--- src/rtl/core/positional_list_store_assert.svh ---
// Assertion macros used by the list store control module.
`ifndef POSITIONAL_LIST_STORE_ASSERT_SVH
`define POSITIONAL_LIST_STORE_ASSERT_SVH

// Checks a property at every rising clock edge outside of reset.
`define PLS_ASSERT(label, prop, msg) \
  label: assert property (@(posedge clk) disable iff (rst) prop) else $error(msg);

// Checks that a condition implies another one in the following cycle.
`define PLS_ASSERT_NEXT(label, cond, prop, msg) \
  `PLS_ASSERT(label, (cond) |=> (prop), msg)

`endif

--- src/rtl/core/pls_pkg.sv ---
package pls_pkg;

  localparam int MAX_ENTRIES = 16;
  localparam int VALUE_W     = 32;
  localparam int ADDR_W      = $clog2(MAX_ENTRIES);
  localparam int COUNT_W     = $clog2(MAX_ENTRIES + 1);
  localparam int CMD_W       = 3;
  localparam int STATUS_W    = 3;

  localparam logic [CMD_W-1:0] CMD_INSERT = 3'd0;
  localparam logic [CMD_W-1:0] CMD_REMOVE = 3'd1;
  localparam logic [CMD_W-1:0] CMD_GET    = 3'd2;
  localparam logic [CMD_W-1:0] CMD_SEARCH = 3'd3;
  localparam logic [CMD_W-1:0] CMD_CLEAR  = 3'd4;

  localparam logic [STATUS_W-1:0] ST_OK       = 3'd0;
  localparam logic [STATUS_W-1:0] ST_BADPOS   = 3'd1;
  localparam logic [STATUS_W-1:0] ST_FULL     = 3'd2;
  localparam logic [STATUS_W-1:0] ST_EMPTY    = 3'd3;
  localparam logic [STATUS_W-1:0] ST_NOTFOUND = 3'd4;

  typedef struct packed {
    logic [STATUS_W-1:0] status;
    logic [VALUE_W-1:0]  data;
    logic [ADDR_W-1:0]   found;
    logic [COUNT_W-1:0]  count;
    logic                empty;
    logic                full;
    logic [VALUE_W-1:0]  first;
    logic [VALUE_W-1:0]  last;
  } result_t;

endpackage

--- src/rtl/core/positional_list_store.sv ---
// Ordered list of up to sixteen 32-bit entries kept in a RAM with one read
// and one write port.
// An item is accepted at a rising edge where start is high and busy is low.
// Its command inserts, removes, gets, searches for a value or clears.
// Exactly one result follows per item: done is high for one cycle and the
// result ports hold status, data, index found, count, flags and the first
// and last entries during that cycle. The receiver cannot stall the result.
// The RAM has one read port with a registered read, and each moved or
// compared entry passes through a read state and then a write or compare
// state. Insert moves the entries from the tail down to position p up by
// one and then writes the value; get and remove read the entry at the
// position, and remove then moves the later entries down by one. Busy
// stays high until done is shown, so the next item is taken at the edge
// that ends the done cycle.
// cfg_we writes the capacity in use from cfg_wdata; 0 acts as 1 and values
// above sixteen act as sixteen. Write it only while idle.
// Synchronous reset empties the list and sets the capacity to sixteen.
module positional_list_store (
  input  logic                              clk,
  input  logic                              rst,
  input  logic                              start,
  output logic                              busy,
  input  logic [pls_pkg::CMD_W-1:0]         command,
  input  logic [pls_pkg::COUNT_W-1:0]       position,
  input  logic [pls_pkg::VALUE_W-1:0]       element_value,
  input  logic                              cfg_we,
  input  logic [pls_pkg::COUNT_W-1:0]       cfg_wdata,
  output logic                              done,
  output logic [pls_pkg::STATUS_W-1:0]      status,
  output logic [pls_pkg::VALUE_W-1:0]       data_out,
  output logic [pls_pkg::ADDR_W-1:0]        found_index,
  output logic [pls_pkg::COUNT_W-1:0]       entry_count,
  output logic                              is_empty,
  output logic                              is_full,
  output logic [pls_pkg::VALUE_W-1:0]       first_value,
  output logic [pls_pkg::VALUE_W-1:0]       last_value
);

  logic [pls_pkg::COUNT_W-1:0] cap_reg;
  logic [pls_pkg::COUNT_W-1:0] cap_eff;
  pls_pkg::result_t            result;

  always_ff @(posedge clk) begin
    if (rst) begin
      cap_reg <= pls_pkg::COUNT_W'(pls_pkg::MAX_ENTRIES);
    end else if (cfg_we) begin
      cap_reg <= cfg_wdata;
    end
  end

  always_comb begin
    cap_eff = cap_reg;
    if (cap_reg == '0) begin
      cap_eff = pls_pkg::COUNT_W'(1);
    end else if (cap_reg > pls_pkg::COUNT_W'(pls_pkg::MAX_ENTRIES)) begin
      cap_eff = pls_pkg::COUNT_W'(pls_pkg::MAX_ENTRIES);
    end
  end

  pls_ctrl u_ctrl (
    .clk          (clk),
    .rst          (rst),
    .start        (start),
    .command      (command),
    .position     (position),
    .element_value(element_value),
    .cap          (cap_eff),
    .busy         (busy),
    .done         (done),
    .result       (result)
  );

  assign status      = result.status;
  assign data_out    = result.data;
  assign found_index = result.found;
  assign entry_count = result.count;
  assign is_empty    = result.empty;
  assign is_full     = result.full;
  assign first_value = result.first;
  assign last_value  = result.last;

endmodule

--- src/rtl/core/pls_ram.sv ---
module pls_ram #(
  parameter int DEPTH = 16,
  parameter int WIDTH = 32
) (
  input  logic                     clk,
  input  logic                     we,
  input  logic [$clog2(DEPTH)-1:0] waddr,
  input  logic [WIDTH-1:0]         wdata,
  input  logic [$clog2(DEPTH)-1:0] raddr,
  output logic [WIDTH-1:0]         rdata
);

  logic [WIDTH-1:0] mem [DEPTH];

  always_ff @(posedge clk) begin
    if (we) begin
      mem[waddr] <= wdata;
    end
  end

  always_ff @(posedge clk) begin
    rdata <= mem[raddr];
  end

endmodule

--- src/rtl/core/pls_ctrl.sv ---
`include "positional_list_store_assert.svh"

module pls_ctrl (
  input  logic                             clk,
  input  logic                             rst,
  input  logic                             start,
  input  logic [pls_pkg::CMD_W-1:0]        command,
  input  logic [pls_pkg::COUNT_W-1:0]      position,
  input  logic [pls_pkg::VALUE_W-1:0]      element_value,
  input  logic [pls_pkg::COUNT_W-1:0]      cap,
  output logic                             busy,
  output logic                             done,
  output pls_pkg::result_t                 result
);

  typedef enum logic [3:0] {
    S_IDLE, S_SH_RD, S_SH_WR, S_PUT, S_RD_POS, S_RD_DATA, S_RM_RD, S_RM_WR,
    S_SR_RD, S_SR_CMP, S_FIRST, S_LAST, S_TAIL
  } state_t;

  state_t                          state;
  logic [pls_pkg::CMD_W-1:0]       cmd_q;
  logic [pls_pkg::COUNT_W-1:0]     pos_q;
  logic [pls_pkg::VALUE_W-1:0]     val_q;
  logic [pls_pkg::COUNT_W-1:0]     count;
  logic [pls_pkg::ADDR_W-1:0]      idx;
  logic [pls_pkg::ADDR_W-1:0]      idx_dn;
  logic [pls_pkg::ADDR_W-1:0]      idx_up;
  logic [pls_pkg::COUNT_W-1:0]     count_m1;

  logic                            ram_we;
  logic [pls_pkg::ADDR_W-1:0]      ram_waddr;
  logic [pls_pkg::VALUE_W-1:0]     ram_wdata;
  logic [pls_pkg::ADDR_W-1:0]      ram_raddr;
  logic [pls_pkg::VALUE_W-1:0]     ram_rdata;

  assign idx_dn   = idx - 1'b1;
  assign idx_up   = idx + 1'b1;
  assign count_m1 = count - 1'b1;
  assign busy     = (state != S_IDLE);

  pls_ram #(
    .DEPTH(pls_pkg::MAX_ENTRIES),
    .WIDTH(pls_pkg::VALUE_W)
  ) u_ram (
    .clk  (clk),
    .we   (ram_we),
    .waddr(ram_waddr),
    .wdata(ram_wdata),
    .raddr(ram_raddr),
    .rdata(ram_rdata)
  );

  always_comb begin
    ram_we    = 1'b0;
    ram_waddr = idx;
    ram_wdata = ram_rdata;
    ram_raddr = '0;
    case (state)
      S_SH_RD: begin
        ram_raddr = idx_dn;
      end
      S_SH_WR, S_RM_WR: begin
        ram_we = 1'b1;
      end
      S_PUT: begin
        ram_we    = 1'b1;
        ram_waddr = pos_q[pls_pkg::ADDR_W-1:0];
        ram_wdata = val_q;
      end
      S_RD_POS: begin
        ram_raddr = pos_q[pls_pkg::ADDR_W-1:0];
      end
      S_RM_RD: begin
        ram_raddr = idx_up;
      end
      S_SR_RD: begin
        ram_raddr = idx;
      end
      S_LAST: begin
        ram_raddr = count_m1[pls_pkg::ADDR_W-1:0];
      end
      default: begin
        ram_raddr = '0;
      end
    endcase
  end

  always_ff @(posedge clk) begin
    if (rst) begin
      state <= S_IDLE;
      count <= '0;
      done  <= 1'b0;
    end else begin
      done <= 1'b0;
      case (state)
        S_IDLE: begin
          if (start) begin
            cmd_q         <= command;
            pos_q         <= position;
            val_q         <= element_value;
            result.status <= pls_pkg::ST_OK;
            result.data   <= '0;
            result.found  <= '0;
            state         <= S_FIRST;
            case (command)
              pls_pkg::CMD_INSERT: begin
                if (position > count) begin
                  result.status <= pls_pkg::ST_BADPOS;
                end else if (count >= cap) begin
                  result.status <= pls_pkg::ST_FULL;
                end else begin
                  idx   <= count[pls_pkg::ADDR_W-1:0];
                  state <= (count > position) ? S_SH_RD : S_PUT;
                end
              end
              pls_pkg::CMD_REMOVE, pls_pkg::CMD_GET: begin
                if (position > count) begin
                  result.status <= pls_pkg::ST_BADPOS;
                end else if (count == '0) begin
                  result.status <= pls_pkg::ST_EMPTY;
                end else if (position == count) begin
                  result.status <= pls_pkg::ST_BADPOS;
                end else begin
                  state <= S_RD_POS;
                end
              end
              pls_pkg::CMD_SEARCH: begin
                result.status <= pls_pkg::ST_NOTFOUND;
                idx           <= '0;
                if (element_value != '0 && count != '0) begin
                  state <= S_SR_RD;
                end
              end
              pls_pkg::CMD_CLEAR: begin
                count <= '0;
              end
              default: begin
                state <= S_FIRST;
              end
            endcase
          end
        end
        S_SH_RD: begin
          state <= S_SH_WR;
        end
        S_SH_WR: begin
          idx   <= idx_dn;
          state <= (pls_pkg::COUNT_W'(idx_dn) > pos_q) ? S_SH_RD : S_PUT;
        end
        S_PUT: begin
          count <= count + 1'b1;
          state <= S_FIRST;
        end
        S_RD_POS: begin
          state <= S_RD_DATA;
        end
        S_RD_DATA: begin
          result.data <= ram_rdata;
          state       <= S_FIRST;
          if (cmd_q == pls_pkg::CMD_REMOVE) begin
            count <= count_m1;
            idx   <= pos_q[pls_pkg::ADDR_W-1:0];
            if (pos_q < count_m1) begin
              state <= S_RM_RD;
            end
          end
        end
        S_RM_RD: begin
          state <= S_RM_WR;
        end
        S_RM_WR: begin
          idx   <= idx_up;
          state <= (pls_pkg::COUNT_W'(idx_up) < count) ? S_RM_RD : S_FIRST;
        end
        S_SR_RD: begin
          state <= S_SR_CMP;
        end
        S_SR_CMP: begin
          if (ram_rdata == val_q) begin
            result.status <= pls_pkg::ST_OK;
            result.found  <= idx;
            state         <= S_FIRST;
          end else if (pls_pkg::COUNT_W'(idx) + 1'b1 < count) begin
            idx   <= idx_up;
            state <= S_SR_RD;
          end else begin
            state <= S_FIRST;
          end
        end
        S_FIRST: begin
          result.count <= count;
          result.empty <= (count == '0);
          result.full  <= (count >= cap);
          if (count == '0) begin
            result.first <= '0;
            result.last  <= '0;
            done         <= 1'b1;
            state        <= S_IDLE;
          end else begin
            state <= S_LAST;
          end
        end
        S_LAST: begin
          result.first <= ram_rdata;
          state        <= S_TAIL;
        end
        S_TAIL: begin
          result.last <= ram_rdata;
          done        <= 1'b1;
          state       <= S_IDLE;
        end
        default: begin
          state <= S_IDLE;
        end
      endcase
    end
  end

  `PLS_ASSERT(a_done_idle, done |-> !busy, "result strobe while still busy")
  `PLS_ASSERT_NEXT(a_accept_busy, start && !busy, busy, "accepted item did not start work")
  `PLS_ASSERT(a_done_after_work, done |-> $past(busy), "result strobe without work")
  `PLS_ASSERT(a_count_max, count <= pls_pkg::COUNT_W'(pls_pkg::MAX_ENTRIES), "count overflow")

endmodule
--- config.mk ---
export PLATFORM = sky130hd
export DESIGN_NAME = positional_list_store
export DESIGN_NICKNAME = d
export VERILOG_FILES = /design/src/rtl/core/pls_pkg.sv /design/src/rtl/core/positional_list_store.sv /design/src/rtl/core/pls_ram.sv /design/src/rtl/core/pls_ctrl.sv
export VERILOG_INCLUDE_DIRS = /design/src /design/src/rtl/core
export SDC_FILE = /design/constraint.sdc
export NUM_CORES = 1
export LEC_CHECK = 0
export BUFFER_PORTS_ARGS = -buffer_cell sky130_fd_sc_hd__buf_2
export CAP_MARGIN = 5
export CORE_MARGIN = 4
export CORE_UTILIZATION = 50
export CTS_CLUSTER_SIZE = 30
export DETAILED_ROUTE_END_ITERATION = 7
export PLACE_DENSITY = 0.68
export SLEW_MARGIN = 20
export SYNTH_ARGS = -nofsm -noshare
export SYNTH_HDL_FRONTEND = slang
export SYNTH_SLANG_ARGS = --single-unit
--- constraint.sdc ---
create_clock -name clk -period 10.5 [get_ports clk]
set_clock_uncertainty 0.05 [all_clocks]
set_input_delay 0 -clock clk [delete_from_list [all_inputs] [get_ports clk]]
set_output_delay 0 -clock clk [all_outputs]
set_load 0.01 [all_outputs]
==> Yosys cells after proc, flatten, opt, wreduce, memory -nomap -nowiden <==
Memories as Yosys holds them, arrays and structs flattened. A register that Yosys moved wholly into a read port is not among the register bits.
Cells that the tools add are included.
{ "totals": {"regBits": 169, "out_inout_bits": 112, "mem_count": 1, "ram_bits": 512, "word_cells": 138, "in_bits": 49} }
{ "memory_table": {"columns": ["memory", "words", "word_bits", "read_ports", "rd_ports_with_merged_regs", "wr", "line_no", "text"], "rows": [
  ["u_ctrl.u_ram.mem", 16, 32, 1, 1, 1, "pls_ram.sv:13", "logic [WIDTH-1:0] mem [DEPTH];"]
]} }
{ "op_classes": {"n_addsub": 5, "magnitude_cmp": 8, "eq_ne": 29, "bitwise": 1, "reduce_logical": 24, "muxes": 54} }
{ "op_table": {"columns": ["op", "n"], "rows": [
  ["$pmux W32 S2", 3],
  ["$mux W4", 19],
  ["$mux W64", 1],
  ["$pmux W4 S12", 1],
  ["$pmux W4 S5", 2],
  ["$mux W39", 1],
  ["$eq A32 B32 Y1", 1],
  ["$mux W32", 1],
  ["$reduce_bool A32 Y1", 1],
  ["$mux W5", 5],
  ["$eq A4 B4 Y1 const B", 5],
  ["$eq A4 B3 Y1 const B", 4],
  ["$pmux W4 S2", 2],
  ["$pmux W5 S3", 1],
  ["$mux W3", 4],
  ["$pmux W4 S3", 1],
  ["$reduce_and A3 Y1", 4],
  ["$gt A5 B5 Y1", 2],
  ["$logic_not A5 Y1", 2],
  ["$lt A5 B5 Y1", 2],
  ["$mux W2", 5],
  ["$reduce_bool A5 Y1", 2],
  ["$ne A3 B3 Y1 const B", 3],
  ["$pmux W3 S3", 1],
  ["32 further kinds", 48]
]} }

==> Logic depth before layout (Yosys ltp) <==
{ "depth": {"depth_word": 9, "mapped_depth": 12, "mapped_depth_nobuf": 10} }

==> Cells and area by module <==
From an unflattened synthesis, not the netlist that was laid out.
{ "unflattened": {"hier_cells": 1514, "hier_area_um2": 28153.3} }
{ "by_module_without_submodules": {"columns": ["mod", "instances", "seq_area_each_um2", "area_per_inst_um2", "cells_per_inst"], "rows": [
  ["pls_ram", 1, 16015.4, 19835.3, 838],
  ["pls_ctrl", 1, 4824.6, 8105.3, 653],
  ["positional_list_store", 1, 100.1, 212.7, 23]
]} }

==> Least setup slack after synthesis <==
OpenSTA, ideal clock, no wires.
{ "synth_timing": {"path_type": "reg-to-reg", "from": "reg u_ctrl.count[0] (netlist name)", "to": "reg, netlist name u_ctrl.result[0]", "synth_period_minus_slack_ns": 5.625, "arrival_time_ns": 5.062, "required_time_ns": 9.937, "path_slack_ns": 4.875, "path_stages_with_launch": 8, "n_path_buf": 1, "setup_ns": 0.513, "cell_sequence": "dfxtp_1 > clkbuf_1 > inv_1 > ha_1 > nor4b_2 > nand2_1 > mux2_2 > nor4b_1"} }
{ "synth_via": {"elab_chain_len": 3} }
{ "synth_rtl": {"columns": ["element", "line_no", "text"], "rows": [
  ["start, declared", "pls_ctrl.sv:25", "logic [pls_pkg::COUNT_W-1:0] count;"],
  ["start signal, assigned", "pls_ctrl.sv:152", "count <= count + 1'b1;"],
  ["start signal, assigned", "pls_ctrl.sv:162", "count <= count_m1;"],
  ["$logic_not A5 Y1", "pls_ctrl.sv:195", "if (count == '0) begin"],
  ["$ne A2 B1 Y1 (no source line)", null, null],
  ["$reduce_and A3 Y1 (no source line)", null, null]
]} }
Every way passes these cells.
A chain may end at the register's enable or synchronous reset.

==> Worst setup path in the final report <==
{ "layout_timing": {"from": "reg u_ctrl.state[2]", "to": "reg u_ctrl.u_ram.rdata[30] (read register of u_ctrl.u_ram.mem)"} }
{ "layout_via": {"elab_chain_len": 2, "word_cells_on_any_way": 6, "classes_between": "5 x eq/ne; 1 x mux"} }
{ "layout_rtl": {"columns": ["element", "line_no", "text"], "rows": [
  ["start, declared", "pls_ctrl.sv:21", "state_t state;"],
  ["start signal, assigned", "pls_ctrl.sv:114", "state <= (count > position) ? S_SH_RD : S_PUT;"],
  ["start signal, assigned", "pls_ctrl.sv:149", "state <= (pls_pkg::COUNT_W'(idx_dn) > pos_q) ? S_SH_RD : S_PUT;"],
  ["start signal, assigned", "pls_ctrl.sv:174", "state <= (pls_pkg::COUNT_W'(idx_up) < count) ? S_RM_RD : S_FIRST;"],
  ["$eq A4 B4 Y1 (tied with other cells)", "pls_ctrl.sv:59", "case (state)"],
  ["$pmux W4 S5 (*)", "pls_ctrl.sv:59", null],
  ["end, declared", "pls_ram.sv:10", "output logic [WIDTH-1:0] rdata"]
]} }
Every way passes the cells marked *; elsewhere a longest branch is shown, timed or not.

==> results.py <==
metrics = {
    "status": {
        "outcome": "complete, no violations",
    },
    "yosys": {
        "synth_compound_area_share_pct": 8.51,
        "yosys_most_used_dff": "edfxtp_1",
        "synthAdderAreaFrac_pct": 1.14,
        "ys_seq_area_share_pct": 70.7,
        "synth_area_sq_mm": 0.0296,
        "async_flop_share_pct": 0,
        "synth-edff-count": 666,
        "yosysUniqueCellTypes": 70,
        "synthSimpleGateAreaFrac_pct": 10.4,
        "muxShareOfSynthArea_pct": 4.90,
        "synth_top_area_share_pct": 67.5,
        "yosys_warnings": 0,
        "syn_inst": 2016,
        "synth_fp_nets": 2092,
        "synth_top_family_by_area": "simple AND/OR/NAND/NOR gates",
        "synth_area_leaders": "edfxtp_1 67%, dfxtp_1 3.2%, o211ai_1 2.5%",
        "synth-seq-cells": 713,
        "syn_avg_cell_area_sq_um": 14.7,
        "synth_xor_area_share_pct": 1.12,
        "yosys.area.top_type": "edfxtp_1",
    },
    "global_routing": {
        "gr-usage-all-layers_pct": 25.3,
        "grt_max_degree": 67,
        "antenna_found_initial": 0,
        "gr-total-overflow": 0,
        "grt_pass1_vias": 18747,
        "grt_first_pass_wirelength_um": 120000,
    },
    "detailed_routing": {
        "post-route-drc-count": 0,
        "num_vias": 18831,
        "ant_nets": 0,
        "avgRoutedWirePerCell_um": 26.9,
        "avgViaCountPerCell": 6.21,
        "finalWirelength_um": 81600,
        "dr.pass1.iters": 6,
        "drtIter0Drc": 2205,
    },
    "timing": {
        "drv_slew": 0,
        "setup_tns_ns": 0,
        "max_freq_mhz": 206,
        "layout_min_cycle_time_ns": 4.85,
        "rsz0062_at_grt": "false",
        "setup_ws_ns": 5.65,
        "worstMarginPinSlew_ns": 1.09,
        "relSlewSlack_pct": 26.9,
        "hold_viol": 0,
        "setup_violations": 0,
        "finalCritPeriodShare_pct": 46.2,
    },
    "clocking": {
        "cts_buffers": 72,
        "cts_post_setup_buffers_inserted": 0,
        "cts_tree": "yes",
        "postCtsHoldBufs": 57,
        "clk_pin_slew_ns": 0.06,
        "clock_path_buffers": 3,
        "post_cts_resized": 0,
        "insertion_delay_ns": 0.63,
        "cts_sinks": 713,
        "cts_root_buf": "clkbuf_16",
        "htreeDepth": 3,
    },
    "floorplan": {
        "dieWidth_um": 251,
        "die_h_um": 251,
        "dieArea_sq_mm": 0.0632,
        "num_io_pins": 161,
        "start_util_pct": 51.0,
        "num_rows": 88,
        "coreArea_sq_mm": 0.0581,
    },
    "finish": {
        "area_growth_pct": 16.0,
        "nNetsFinal": 2286,
        "drive_above_1_share_pct": 17.3,
        "regMostFlops": "u_ctrl.u_ram.mem",
        "n_antenna_cell": 0,
        "final_cell_mix": "666 x edfxtp_1, 181 x nand2_1, 160 x buf_2, 102 x and2_1, 100 x o211ai_1",
        "reg_top3": "u_ctrl.u_ram.mem x512, u_ctrl.result x110",
        "layout_commonest_cell": "edfxtp_1",
        "largest_reg_flops": 512,
    },
    "critical_path": {
        "rr_endpoint": "u_ctrl.u_ram.rdata[30]",
        "critPathKind": "reg -> reg",
        "r2r_slack_ns": 5.65,
        "reg2reg_depth": 8,
        "worstPathMaxFanout": 48,
        "crit_arrival_ns": 5.29,
        "worst_ep_required_time_ns": 10.94,
        "endpoint": "u_ctrl.u_ram.rdata[30]",
        "cp-end-kind": "flop",
        "crit_path_start": "u_ctrl.state[2]",
        "r2r_start": "u_ctrl.state[2]",
        "cp-start-kind": "flop",
    },
    "power_and_ir_drop": {
        "power_density_mw_per_mm2": 260,
        "irDropWorstVdd_v": 0.000144,
        "p_leak_nw": 12.5,
    },
    "placed_design": {
        "port_buffers": 160,
        "place_congestion": 0.892,
        "hpwl_um": 47000,
        "place_worst_setup_slack_ns": 5.52,
    },
    "run": {
        "max_cap_violations": 0,
    },
    "hold_path": {
        "worstHoldPathType": "in -> reg",
    },
}
## how the worst min path moves through the flow
stage	startpoint	to	slack (ns)	cells after the start
2_1_floorplan	command[0]	u_ctrl.cmd_q[0]	0.05	0
3_3_place_gp	element_value[9]	u_ctrl.val_q[9]	0.14	1
3_5_place_dp	element_value[8]	u_ctrl.val_q[8]	0.15	1
4_1_cts	element_value[7]	u_ctrl.val_q[7]	0.03	2
5_1_grt	element_value[14]	u_ctrl.val_q[14]	0.07	2
6_report	element_value[10]	u_ctrl.val_q[10]	0.07	2
## per-stage QoR
stage	hold WS, ns	area (sq um)	utilization (%)	total power [mW]	instances
floorplan	0.0489	29600	-	5.47	2016
global placement	0.142	31300	53.9	6.29	2841
detailed placement	0.147	31400	54.0	6.37	2842
global route	0.0673	34400	59.1	9.28	3034
CTS	0.0271	34300	59.0	8.92	3032
finish	0.0695	34400	59.1	8.94	3034
## final cells by class
class,count,area (sq um)
clock buffers,100,2050
clock inverters,33,323
fillers,4362,23800
inverters,85,319
well taps,765,957
flip-flops and latches,713,20900
multi-input cells,1073,8000
repair buffers,265,1780
## Yosys cell counts, drive strengths merged (3+ instances only)
cell type  instances
edfxtp           666
nand2            184
clkbuf           112
and2             102
o211ai           100
inv               85
mux2i             72
nand4             71
nor2              64
a21oi             55
dfxtp             47
nor3              43
xor2              35
nand4b            34
o32ai             34
a32o              33
buf               33
a2111o            32
mux4              32
ha                27
nor4              19
o21ai             17
a31oi             11
nand2b            11
nor2b             11
nand3              9
a21o               8
and3               6
o21a               5
a2111oi            4
and3b              4
nor4b              4
a22oi              3
nand3b             3
o31ai              3
or2                3
xnor2              3
## cell families (layout without fill, tap and decap cells)
| group | after synthesis | after routing |
|---|---|---|
| AO/OA/AOI/OAI | 324 | 324 |
| XOR/XNOR | 38 | 38 |
| adder cells (fa/ha/maj) | 27 | 27 |
| buffers and inverters | 230 | 483 |
| flip-flops | 713 | 713 |
| multiplexers | 105 | 105 |
| AND/OR/NAND/NOR | 579 | 579 |
## worst max-delay path, cell delays in order (launching register included)
cell	delay, ns
dfxtp_1	0.99
and4b_2	0.52
nand2_2	0.14
buf_4	0.44
and3_4	0.53
buf_4	0.65
mux4_2	0.58
a32o_1	0.24
or4_1	0.50
## report_power, final
part           switching (mW)  internal [mW]  total, mW
logic                    1.64          0.753       2.39
clock network            1.07           1.47       2.55
registers               0.272           3.73       4.00
## layer usage
layer / share of wire [%] / routed length (um) / global-route usage, % / up-vias
met4: 3.6 / 2980 / 9.95 / 0
met5: 0 / 0 / 0 / -
met1: 40 / 32200 / 34.0 / 9320
met3: 11 / 9160 / 7.20 / 195
met2: 46 / 37200 / 39.4 / 1105
li1: - / - / - / 8211
(Power assumes the default switching activity.)
